**config.mk**
```make
export PLATFORM = sky130hd
export DESIGN_NAME = rvalu_front
export DESIGN_NICKNAME = d
export VERILOG_FILES = /design/src/rvalu_pkg.sv /design/src/rvalu_front.sv
export SDC_FILE = /design/constraint.sdc
export NUM_CORES = 1
export LEC_CHECK = 0
export ABC_AREA = 0
export BUFFER_PORTS_ARGS = -buffer_cell sky130_fd_sc_hd__buf_2
export CAP_MARGIN = 15
export CORE_MARGIN = 2
export CORE_UTILIZATION = 55
export DETAILED_ROUTE_END_ITERATION = 16
export PLACE_DENSITY = 0.83
export SETUP_SLACK_MARGIN = 0.05
export SLEW_MARGIN = 0
export SYNTH_ARGS = -nofsm -noshare
export SYNTH_HDL_FRONTEND = slang
export SYNTH_SLANG_ARGS = --single-unit
```
**constraint.sdc**
```tcl
create_clock -name clock -period 2.55 [get_ports clock]
set_input_delay 0.51 -clock clock [delete_from_list [all_inputs] [get_ports clock]]
set_output_delay 0.51 -clock clock [all_outputs]
set_load 0.05 [all_outputs]
```
**src/rvalu_pkg.sv**
```systemverilog
package rvalu_pkg;

   localparam int unsigned XLEN = 32;
   localparam int unsigned QUEUE_DEPTH = 4;
   localparam int unsigned DIV_STAGES = 16;

   typedef enum logic [2:0] {
      OP_ILLEGAL,
      OP_SIMPLE,
      OP_MUL,
      OP_DIV
   } op_class_type;

   localparam logic [6:0] F7_BASE = 7'd0;
   localparam logic [6:0] F7_ALT = 7'd32;
   localparam logic [6:0] F7_MD = 7'd1;

   localparam logic [2:0] F3_ADD = 3'd0;
   localparam logic [2:0] F3_SLL = 3'd1;
   localparam logic [2:0] F3_SLT = 3'd2;
   localparam logic [2:0] F3_SLTU = 3'd3;
   localparam logic [2:0] F3_XOR = 3'd4;
   localparam logic [2:0] F3_SRL = 3'd5;
   localparam logic [2:0] F3_OR = 3'd6;
   localparam logic [2:0] F3_AND = 3'd7;

   localparam logic [2:0] F3_MUL = 3'd0;
   localparam logic [2:0] F3_MULH = 3'd1;
   localparam logic [2:0] F3_MULHSU = 3'd2;
   localparam logic [2:0] F3_MULHU = 3'd3;
   localparam logic [2:0] F3_DIV = 3'd4;
   localparam logic [2:0] F3_DIVU = 3'd5;
   localparam logic [2:0] F3_REM = 3'd6;
   localparam logic [2:0] F3_REMU = 3'd7;

   // decoded item between front and back
   typedef struct packed {
      op_class_type op_class;
      logic         alt;
      logic [2:0]   func3;
      logic [31:0]  a;
      logic [31:0]  b;
      logic [4:0]   dest;
   } item_type;

   // finished result
   typedef struct packed {
      logic [4:0]  dest;
      logic [31:0] value;
      logic        illegal;
   } result_type;

endpackage

```
**src/rvalu_front.sv**
```systemverilog
module rvalu_front #(
   parameter int unsigned Depth = rvalu_pkg::QUEUE_DEPTH
) (
   input  logic                 clock,
   input  logic                 reset,
   input  logic                 req_push,
   output logic                 req_full,
   input  logic [2:0]           req_func_low,
   input  logic [6:0]           req_func_high,
   input  logic [31:0]          req_first_operand,
   input  logic [31:0]          req_second_operand,
   input  logic [4:0]           req_dest_index,
   output logic                 item_valid,
   output rvalu_pkg::item_type  item,
   input  logic                 item_take
);
   import rvalu_pkg::*;

   localparam int unsigned PtrW = (Depth > 1) ? $clog2(Depth) : 1;
   localparam int unsigned CntW = $clog2(Depth + 1);

   item_type          mem_ff [Depth];
   logic [PtrW-1:0]   wr_ptr_ff, wr_ptr_in, rd_ptr_ff, rd_ptr_in;
   logic [CntW-1:0]   count_ff, count_in;
   item_type          decoded;
   logic              do_push, do_pop;

   // classify encoding
   always_comb begin
      decoded.alt = (req_func_high == F7_ALT);
      decoded.func3 = req_func_low;
      decoded.a = req_first_operand;
      decoded.b = req_second_operand;
      decoded.dest = req_dest_index;
      priority if (req_func_high == F7_MD) begin
         decoded.op_class = req_func_low[2] ? OP_DIV : OP_MUL;
      end else if (req_func_high == F7_BASE) begin
         decoded.op_class = OP_SIMPLE;
      end else if (req_func_high == F7_ALT &&
                   (req_func_low == F3_ADD || req_func_low == F3_SRL)) begin
         decoded.op_class = OP_SIMPLE;
      end else begin
         decoded.op_class = OP_ILLEGAL;
      end
   end

   assign req_full = (count_ff == CntW'(Depth));
   assign do_push = req_push && !req_full;
   assign item_valid = (count_ff != '0);
   assign do_pop = item_valid && item_take;
   assign item = mem_ff[rd_ptr_ff];

   always_comb begin
      wr_ptr_in = wr_ptr_ff;
      rd_ptr_in = rd_ptr_ff;
      count_in = count_ff;
      if (do_push) begin
         wr_ptr_in = (wr_ptr_ff == PtrW'(Depth - 1)) ? '0 : wr_ptr_ff + 1'b1;
      end
      if (do_pop) begin
         rd_ptr_in = (rd_ptr_ff == PtrW'(Depth - 1)) ? '0 : rd_ptr_ff + 1'b1;
      end
      if (do_push && !do_pop) begin
         count_in = count_ff + 1'b1;
      end else if (do_pop && !do_push) begin
         count_in = count_ff - 1'b1;
      end
   end

   always_ff @(posedge clock) begin
      if (reset) begin
         wr_ptr_ff <= '0;
         rd_ptr_ff <= '0;
         count_ff <= '0;
      end else begin
         wr_ptr_ff <= wr_ptr_in;
         rd_ptr_ff <= rd_ptr_in;
         count_ff <= count_in;
      end
   end

   always_ff @(posedge clock) begin
      if (do_push) begin
         mem_ff[wr_ptr_ff] <= decoded;
      end
   end

`ifndef NO_ASSERTIONS
   a_count_bound: assert property (@(posedge clock) disable iff (reset)
      count_ff <= CntW'(Depth)) else $error("queue count overflow");
   a_push_counts: assert property (@(posedge clock) disable iff (reset)
      (do_push && !do_pop) |=> count_ff == $past(count_ff) + 1'b1)
      else $error("push lost");
   a_pop_counts: assert property (@(posedge clock) disable iff (reset)
      (do_pop && !do_push) |=> count_ff == $past(count_ff) - 1'b1)
      else $error("pop lost");
`endif

endmodule

```
==> results by group, run 1 <==
Final layout
  – Layout net count: 738
  – Fraction of layout cells with a size suffix above 1: 47.7%
  – Final Instance Area: 14400 um2
  – Commonest non-fill, non-tap cell in the layout: edfxtp_1
  – Highest-count cells in the layout ignoring fill and taps: 300 x edfxtp_1, 95 x buf_2, 75 x mux4_2, 34 x buf_8
  – Utilization after layout: 71.0%
  – Filler instances: 1180
  – Area Overhead vs Synth: 26.6%

Run status
  – Violations in the final reports: negative setup slack
  – Status: finished, violations left

Global routing
  – First-pass GRT wire length: 33900 um
  – Initial antenna violation count: 1
  – Vias in the first global route: 5875
  – Maximum number of pins on one net before global-route repair: 45
  – All-Layer GR Usage: 20.6%
  – Grt ovf: 0

Setup path
  – Crit path arrival time: 2.05 ns
  – Worst R2R Setup Slack: 0.09 ns
  – Startpoint Class: flop
  – CP required: 2.04 ns
  – CP Capture Type: output pin
  – Crit Path Class: reg2out
  – Crit-path max FO: 6

Clock tree
  – Clk buf depth: 3
  – H-tree depth: 1
  – CTS Buf Count: 30
  – Clock Latency Late Sink: 0.54 ns
  – Clock-pin slew on the worst setup and hold paths: 0.06 ns
  – Root buffer cell: clkbuf_16
  – CTS tree: done
  – Clk sinks: 309
  – # hold bufs at CTS: 0

Synthesis
  – Seq cells post-synth: 309
  – YS warnings: 0
  – Syn avg cell area: 25.2 um2
  – Netlist Area Pre-Place: 11400 um2
  – Yosys cell types: 30
  – Syn Inst Count: 452
  – Sequential element share of the synthesized area: 80.7%
  – Mapped Nets: 542

Power
  – P_leak: 4.90 nW
  – Switch share: 32.1%
  – Combinational fraction of design power: 34.4%
  – Flop pwr share: 38.7%
  – Power Density: 1130 nW/um2
  – Worst vdd ir: 0.789 mV
  – Internal power: 11.1 mW
  – Switching pwr: 5.23 mW
  – Clock share of power: 26.9%

Flow run
  – MaxCap Viol Count: 0

Floorplan
  – Core Rows: 52
  – CORE AREA: 20300 um2
  – IO Count: 161
  – DIE AREA: 21900 um2
  – Die Wd: 148 um
  – Initial Utilization: 56.1%
  – Die Y: 148 um

Drt
  – Final ANT Viol Nets: 0
  – Routed vias: 5404
  – DR DRC count: 0
  – Mean routed wirelength per cell: 24.1 um
  – Overall routed net length: 22700 um
  – Total iterations of the first detailed-routing run: 7
  – DR iter-0 viols: 371
  – Via-to-Cell Ratio: 5.75

STA
  – Final Max Tran Viols: 0
  – Hold WS: 0.179 ns
  – Crit path time final: 2.56 ns
  – Final Skew: 0.0182 ns
  – Final hold vios: 0
  – Final number of setup-violating endpoints: 1
  – Post-route setup slack: -0.00769 ns
  – RSZ-0062 raised after global routing: yes
  – Final period utilization: 100%
  – Max Freq: 0.391 GHz
  – Setup TNS: -0.00769 ns

Placement
  – Dpl ws: 0.0770 ns
  – Placed instance area: 12600 um2
  – Port Buffers: 159
  – Global placer's final weighted congestion: 0.764
  – DP HPWL: 12700 um

Min path
  – Min-Delay Path Class: in2reg
==> power groups by stage <==
stage	Sequential, mW	Combinational, mW	Clock [mW]
floorplan	6.34	3.41	0
global placement	6.34	4.30	0
detailed placement	6.39	4.37	0
CTS	6.30	5.43	4.45
global route	6.36	5.85	4.64
finish	6.31	5.61	4.38
==> synthesized netlist by cell type (all sizes together) <==
| library cell | count | area share, % |
|---|---|---|
| nor3 | 2 | 0.088 |
| o32a | 1 | 0.088 |
| a21oi | 3 | 0.13 |
| xor2 | 3 | 0.23 |
| buf | 16 | 1.2 |
| o21ai | 2 | 0.088 |
| nand3 | 2 | 0.088 |
| mux2i | 2 | 0.18 |
| conb | 1 | 0.033 |
| and3 | 4 | 0.26 |
| o31ai | 2 | 0.22 |
| clkbuf | 3 | 0.099 |
| clkinv | 1 | 0.077 |
| or3b | 1 | 0.077 |
| or3 | 3 | 0.19 |
| nor2b | 1 | 0.055 |
| dfxtp | 9 | 1.6 |
| nand2 | 2 | 0.066 |
| fa | 1 | 0.18 |
| nor3b | 2 | 0.13 |
| ha | 6 | 0.66 |
| mux4 | 75 | 15 |
| edfxtp | 300 | 79 |
| nor2 | 6 | 0.22 |
| inv | 4 | 0.13 |
==> registers in the layout, summed over array words and instances (netlist names), named ones only <==
signal and cells:
mem_ff 300, count_ff 3, rd_ptr_ff 2, wr_ptr_ff 2
==> metrics by stage <==
stage	power [mW]	instances
2_1_floorplan	9.75	452
4_1_cts	16.2	939
3_5_place_dp	10.8	875
5_1_grt	16.9	940
3_3_place_gp	10.6	875
6_report	16.3	940
==> critical path, cell delays in order, from the launching register on <==
cell and delay (ns):
dfxtp_4 0.41, buf_12 0.14, buf_12 0.12, buf_16 0.14
mux4_2 0.53, buf_6 0.17
==> final timing paths <==
check,from,end,cells past startpoint
hold reg to reg,rd_ptr_ff[0]$_SDFFE_PP0P_,rd_ptr_ff[0]$_SDFFE_PP0P_,2
setup reg to reg,count_ff[2]$_SDFFE_PP0P_,count_ff[2]$_SDFFE_PP0P_,9
hold / removal,req_first_operand[17],mem_ff[0][54]$_DFFE_PP_,1
setup / recovery,flop,item[43],5
==> cell families after synthesis <==
logic type / Yosys count / share of synthesized area, %
flip-flops: 309 / 80.7
other: 1 / 0.0329
buffers and inverters: 24 / 1.46
adder cells (fa/ha/maj): 7 / 0.835
multiplexers: 77 / 15.0
AND/OR/NAND/NOR: 23 / 1.18
AO/OA/AOI/OAI: 8 / 0.527
XOR/XNOR: 3 / 0.231
==> repair_timing <==
action,CTS,global route
endpoints found under the setup margin,58,65
buffers inserted,4,0
hold endpoints to repair,0,0
cloned,7,0
resized for setup,131,50
==> routing by layer <==
metal,vias to the layer above,share of wire [%],GRT usage (%)
li1,2321,-,-
met1,2828,39,27.8
met2,219,52,35.5
met3,36,7.8,4.44
met4,0,1.5,4.10
met5,-,0,0
==> area by class of cell <==
cell class | count | area, um2 | area share [%]
clock inverter | 19 | 203 | 1.41
clock buffer | 34 | 787 | 5.46
tap | 270 | 338 | 2.34
sequential | 309 | 9200 | 63.8
antenna | 1 | 2.50 | 0.0174
timing repair buffer | 183 | 1800 | 12.5
inverter | 5 | 23.8 | 0.165
multi-input combinational | 119 | 2060 | 14.3
Power figures use the tool's default switching activity.
==> run 2: changes to the inputs <==
- CORE_UTILIZATION: 55 -> 50
- PLACE_DENSITY: 0.83 -> 0.77
==> run 2 against run 1 <==
Compared with the run above:
- the flow now finishes without violations
- count of clock-buffer cells in the layout fell by 1
- via count increased by 0.46%
- sequential power about the same
- combinational power grew 2%
- cell count increased by 2.1%
- power up 2.0%
- highest routed layer is now met5
- utilization down 6.0 points
==> results by group, run 2 (same netlist as run 1, synthesis figures left out) <==
Drt
  – Via-to-Cell Ratio: 5.66
  – Total iterations of the first detailed-routing run: 4
  – DR DRC count: 0
  – Final ANT Viol Nets: 0
  – Overall routed net length: 21800 um
  – DR iter-0 viols: 320
  – Mean routed wirelength per cell: 22.7 um
  – Routed vias: 5429

Clock tree
  – Clk sinks: 309
  – Root buffer cell: clkbuf_16
  – Clk buf depth: 3
  – # hold bufs at CTS: 0
  – Clock Latency Late Sink: 0.54 ns
  – H-tree depth: 1
  – CTS Buf Count: 30
  – Clock-pin slew on the worst setup and hold paths: 0.06 ns
  – CTS tree: done

Placement
  – DP HPWL: 11900 um
  – Placed Instances: 889
  – Global placer's final weighted congestion: 0.760
  – Port Buffers: 159
  – Placed instance area: 12700 um2

Final layout
  – Area Overhead vs Synth: 28.5%
  – Storage cell area: 9200 um2
  – Fraction of layout cells with a size suffix above 1: 47.9%
  – Final Non-Filler Cells: 960
  – Layout net count: 741
  – Largest register FFs: 300
  – Highest-count cells in the layout ignoring fill and taps: 300 x edfxtp_1, 84 x buf_2, 75 x mux4_2, 37 x buf_8, 34 x clkbuf_16
  – Commonest non-fill, non-tap cell in the layout: edfxtp_1
  – Final Instance Area: 14600 um2
  – Area of the multi-input gates: 2050 um2
  – Top reg by flops: mem_ff
  – Top Registers: mem_ff x300, count_ff x3
  – Filler instances: 1424

Power
  – P_leak: 4.98 nW
  – Flop pwr share: 37.9%
  – Clock share of power: 27.6%
  – Switch share: 31.4%
  – Switching pwr: 5.22 mW
  – Internal power: 11.4 mW
  – Power Density: 1140 nW/um2
  – Combinational fraction of design power: 34.4%
  – Worst vdd ir: 0.886 mV

Flow run
  – MaxCap Viol Count: 0

Global routing
  – Maximum number of pins on one net before global-route repair: 40
  – All-Layer GR Usage: 17.9%
  – Vias in the first global route: 5771
  – Grt ovf: 0
  – Initial antenna violation count: 3
  – First-pass GRT wire length: 32700 um

Setup path
  – FF-to-FF path depth: 9
  – Startpoint Class: flop
  – Crit-path max FO: 10
  – Worst R2R Start: count_ff[2]$_SDFFE_PP0P_
  – Crit Path Class: reg2out
  – Worst R2R Setup Slack: 0.18 ns
  – R2r endpoint: count_ff[2]$_SDFFE_PP0P_
  – CP required: 2.04 ns
  – Crit path arrival time: 2.02 ns
  – Critical Path End: item[20]
  – CP Capture Type: output pin

STA
  – Crit path time final: 2.53 ns
  – Final Skew: 0.0182 ns
  – Final number of setup-violating endpoints: 0
  – Final period utilization: 99.2%
  – Max Freq: 0.395 GHz
  – Final Max Tran Viols: 0
  – RSZ-0062 raised after global routing: yes
  – Rel. slew slack: 64.2%
  – Final hold vios: 0
  – Least-Margin Pin Slew: 0.536 ns
  – Hold WS: 0.186 ns

Floorplan
  – CORE AREA: 22500 um2
  – Core Rows: 55
  – Die Wd: 155 um
  – DIE AREA: 24000 um2
  – Initial Utilization: 50.6%
  – Die Y: 155 um
  – IO Count: 161

Run status
  – Status: finished clean

Min path
  – Min-Delay Path Class: in2reg
-- run 2: changes by cell type in the layout (fill, tap and decap cells not counted), moves of 2 or more --
cell	before	now
buf_4	5	21
clkbuf_16	31	34
buf_12	9	12
clkinv_4	4	2
bufbuf_16	0	2
buf_8	34	37
buf_2	95	84
bufinv_16	4	6
buf_6	31	19
clkinvlp_4	1	3
-- run 2: metrics by stage --
step                      worst slack (ns)  total power [mW]  TNS (ns)  utilization, %
after floorplan                      0.280              9.75         0               -
after global placement               0.252              10.7         0            56.2
after CTS                          -0.0208              16.6    -0.170            64.4
after global routing               -0.0366              17.2    -0.456            65.0
final                               0.0210              16.6         0            65.0
after detailed placement            0.0501              10.8         0            56.2
-- run 2: layout make-up --
| cell class | instances | share of cell area, % |
|---|---|---|
| clock buffer | 33 | 5.36 |
| antenna | 1 | 0.0171 |
| sequential | 309 | 62.9 |
| tap | 285 | 2.44 |
| inverter | 5 | 0.163 |
| multi-input combinational | 119 | 14.0 |
| timing repair buffer | 186 | 13.3 |
| clock inverter | 22 | 1.84 |
-- run 2: power groups by stage --
stage	registers, mW	clock network (mW)	logic (mW)
after floorplan	6.34	0	3.41
after global placement	6.37	0	4.30
after detailed placement	6.42	0	4.35
after CTS	6.31	4.69	5.61
after global routing	6.35	4.90	5.95
final	6.31	4.60	5.72
-- run 2: critical path, cell delays in order (launching register included) --
cell	delay [ns]
dfxtp_4	0.40
bufbuf_16	0.32
mux4_2	0.54
buf_4	0.21
-- run 2: metal layers --
metal  wire (um)  global-route usage, %
met1        8860                   24.3
met2       11100                   30.0
met3        1490                   4.23
met4         313                   4.28
met5          21                      0
-- run 2: worst min path at each step --
| stage | startpoint | endpoint | slack (ns) | cells past startpoint |
|---|---|---|---|---|
| finish | req_first_operand[2] | mem_ff[1][39]$_DFFE_PP_ | 0.19 | 1 |
| global route | req_first_operand[3] | mem_ff[3][40]$_DFFE_PP_ | 0.16 | 1 |
| CTS | req_first_operand[2] | mem_ff[1][39]$_DFFE_PP_ | 0.16 | 1 |
| detailed placement | rd_ptr_ff[0]$_SDFFE_PP0P_ | flop | 0.51 | 2 |
| global placement | rd_ptr_ff[0]$_SDFFE_PP0P_ | flop | 0.49 | 2 |
| floorplan | rd_ptr_ff[0]$_SDFFE_PP0P_ | flop | 0.46 | 2 |
-- run 2: timing repair --
item                                    CTS  global route
gates resized for setup                 164            13
gates cloned                              8             3
endpoints found under the hold margin     0             0
endpoints found under the setup margin   76            66
pin swaps                                 0             0
buffers inserted                          4             0
==> run 3: changes to the inputs <==
- SETUP_SLACK_MARGIN: 0.05 -> 0.4
==> run 3 against run 2 <==
Compared with the run above:
- setup slack better by 0.029 ns
- largest cell class unchanged
- non-clock buffer count up 6
- critical path type unchanged
- flip-flop and latch count did not move
- via count fell by 0.74%
- critical endpoint is now item[7]
==> results by group, run 3 (same netlist as run 1, synthesis figures left out) <==
Setup path
  – Startpoint Class: flop
  – CP required: 2.04 ns
  – CP Capture Type: output pin
  – Crit-path max FO: 5
  – Crit path arrival time: 1.99 ns
  – Crit Path Class: reg2out

Run status
  – Status: finished clean

STA
  – Final Max Tran Viols: 0
  – Final hold vios: 0
  – Final number of setup-violating endpoints: 0
  – Final period utilization: 98.0%
  – RSZ-0062 raised after global routing: yes
  – Crit path time final: 2.50 ns
  – Hold WS: 0.194 ns
  – Setup TNS: 0 ns
  – Max Freq: 0.400 GHz
  – Final Skew: 0.0125 ns

Global routing
  – All-Layer GR Usage: 18.1%
  – Maximum number of pins on one net before global-route repair: 50
  – First-pass GRT wire length: 32900 um
  – Vias in the first global route: 5694
  – Initial antenna violation count: 1
  – Grt ovf: 0

Final layout
  – Fraction of layout cells with a size suffix above 1: 48.9%
  – Largest register FFs: 300
  – Antenna fix cells: 0
  – Layout net count: 746
  – Final Instance Area: 14700 um2
  – Commonest non-fill, non-tap cell in the layout: edfxtp_1
  – Area Overhead vs Synth: 28.9%
  – Highest-count cells in the layout ignoring fill and taps: 300 x edfxtp_1, 82 x buf_2, 75 x mux4_2, 50 x buf_8, 30 x clkbuf_16
  – Top Registers: mem_ff x300, count_ff x3
  – Utilization after layout: 65.2%
  – Top reg by flops: mem_ff

Clock tree
  – Clk buf depth: 3
  – H-tree depth: 1
  – Root buffer cell: clkbuf_16
  – Clock-pin slew on the worst setup and hold paths: 0.06 ns
  – CTS tree: done
  – Clk sinks: 309
  – Clock Latency Late Sink: 0.53 ns
  – # hold bufs at CTS: 0
  – CTS Buf Count: 29

Drt
  – Total iterations of the first detailed-routing run: 4
  – Routed vias: 5389
  – DR DRC count: 0
  – Via-to-Cell Ratio: 5.61
  – Final ANT Viol Nets: 0
  – Mean routed wirelength per cell: 23.3 um
  – DR iter-0 viols: 306
  – Overall routed net length: 22400 um

Power
  – Worst vdd ir: 0.806 mV
  – Power Density: 1120 nW/um2
  – P_leak: 4.98 nW
  – Pwr Total: 16.4 mW

Min path
  – Min-Delay Path Class: in2reg

Floorplan
  – CORE AREA: 22500 um2
  – Die Wd: 155 um
  – Die Y: 155 um
  – IO Count: 161
  – Initial Utilization: 50.6%
  – DIE AREA: 24000 um2
  – Core Rows: 55

Flow run
  – MaxCap Viol Count: 0

Placement
  – Global placer's final weighted congestion: 0.727
  – Placed instance area: 12600 um2
  – Port Buffers: 159
  – DP HPWL: 12100 um
-- run 3: changes by cell type in the layout (fill, tap and decap cells not counted), moves of 3 or more --
cell / before / now
buf_4: 21 / 8
buf_8: 37 / 50
buf_6: 19 / 28
bufinv_16: 6 / 2
clkbuf_16: 34 / 30
buf_16: 8 / 11
clkbuf_1: 2 / 5
clkinv_1: 5 / 2
-- run 3: through the flow --
step	setup slack [ns]	instances
floorplan	0.401	452
finish	0.0499	960
CTS	0.0279	959
global route	-0.0127	960
global placement	0.271	889
detailed placement	0.156	889
-- run 3: power by group --
group | switching, mW | internal (mW) | total, mW
logic | 3.37 | 2.66 | 6.03
clock network | 1.72 | 2.33 | 4.06
registers | 0.176 | 6.15 | 6.32
-- run 3: layout make-up --
| cell class | instances | area, um2 |
|---|---|---|
| Inverter | 5 | 31.3 |
| Timing Repair Buffer | 192 | 2100 |
| Multi-Input combinational cell | 119 | 2080 |
| Fill cell | 1421 | 7830 |
| Clock buffer | 36 | 772 |
| Sequential cell | 309 | 9210 |
| Clock inverter | 14 | 123 |
| Tap cell | 285 | 357 |
-- run 3: worst paths after layout --
check | cells after the start | slack [ns] | endpoint | start
worst max-delay path | 5 | 0.05 | item[7] | flop
worst min-delay path | 1 | 0.19 | mem_ff[2][5]$_DFFE_PP_ | req_second_operand[0]
worst max register to register | 9 | 0.45 | count_ff[2]$_SDFFE_PP0P_ | count_ff[2]$_SDFFE_PP0P_
worst min register to register | 2 | 0.56 | flop | rd_ptr_ff[0]$_SDFFE_PP0P_
-- run 3: timing repair --
item / CTS / global route
pin swaps: 4 / 4
gates cloned: 9 / 1
setup endpoints to repair: 77 / 77
buffers inserted: 11 / 0
resized for setup: 173 / 54
-- run 3: per-layer routing --
layer / track usage, % / vias to the layer above / wire (um)
li1: - / 2348 / -
met1: 24.2 / 2831 / 9280
met2: 31.0 / 178 / 11300
met3: 4.46 / 30 / 1500
met4: 3.66 / 2 / 281
met5: 0 / - / 7
-- run 3: worst max-delay path, cell delays in order (launching register included) --
cell	delay [ns]
dfxtp_4	0.38
buf_12	0.13
buf_8	0.12
buf_16	0.13
mux4_2	0.52
buf_8	0.17
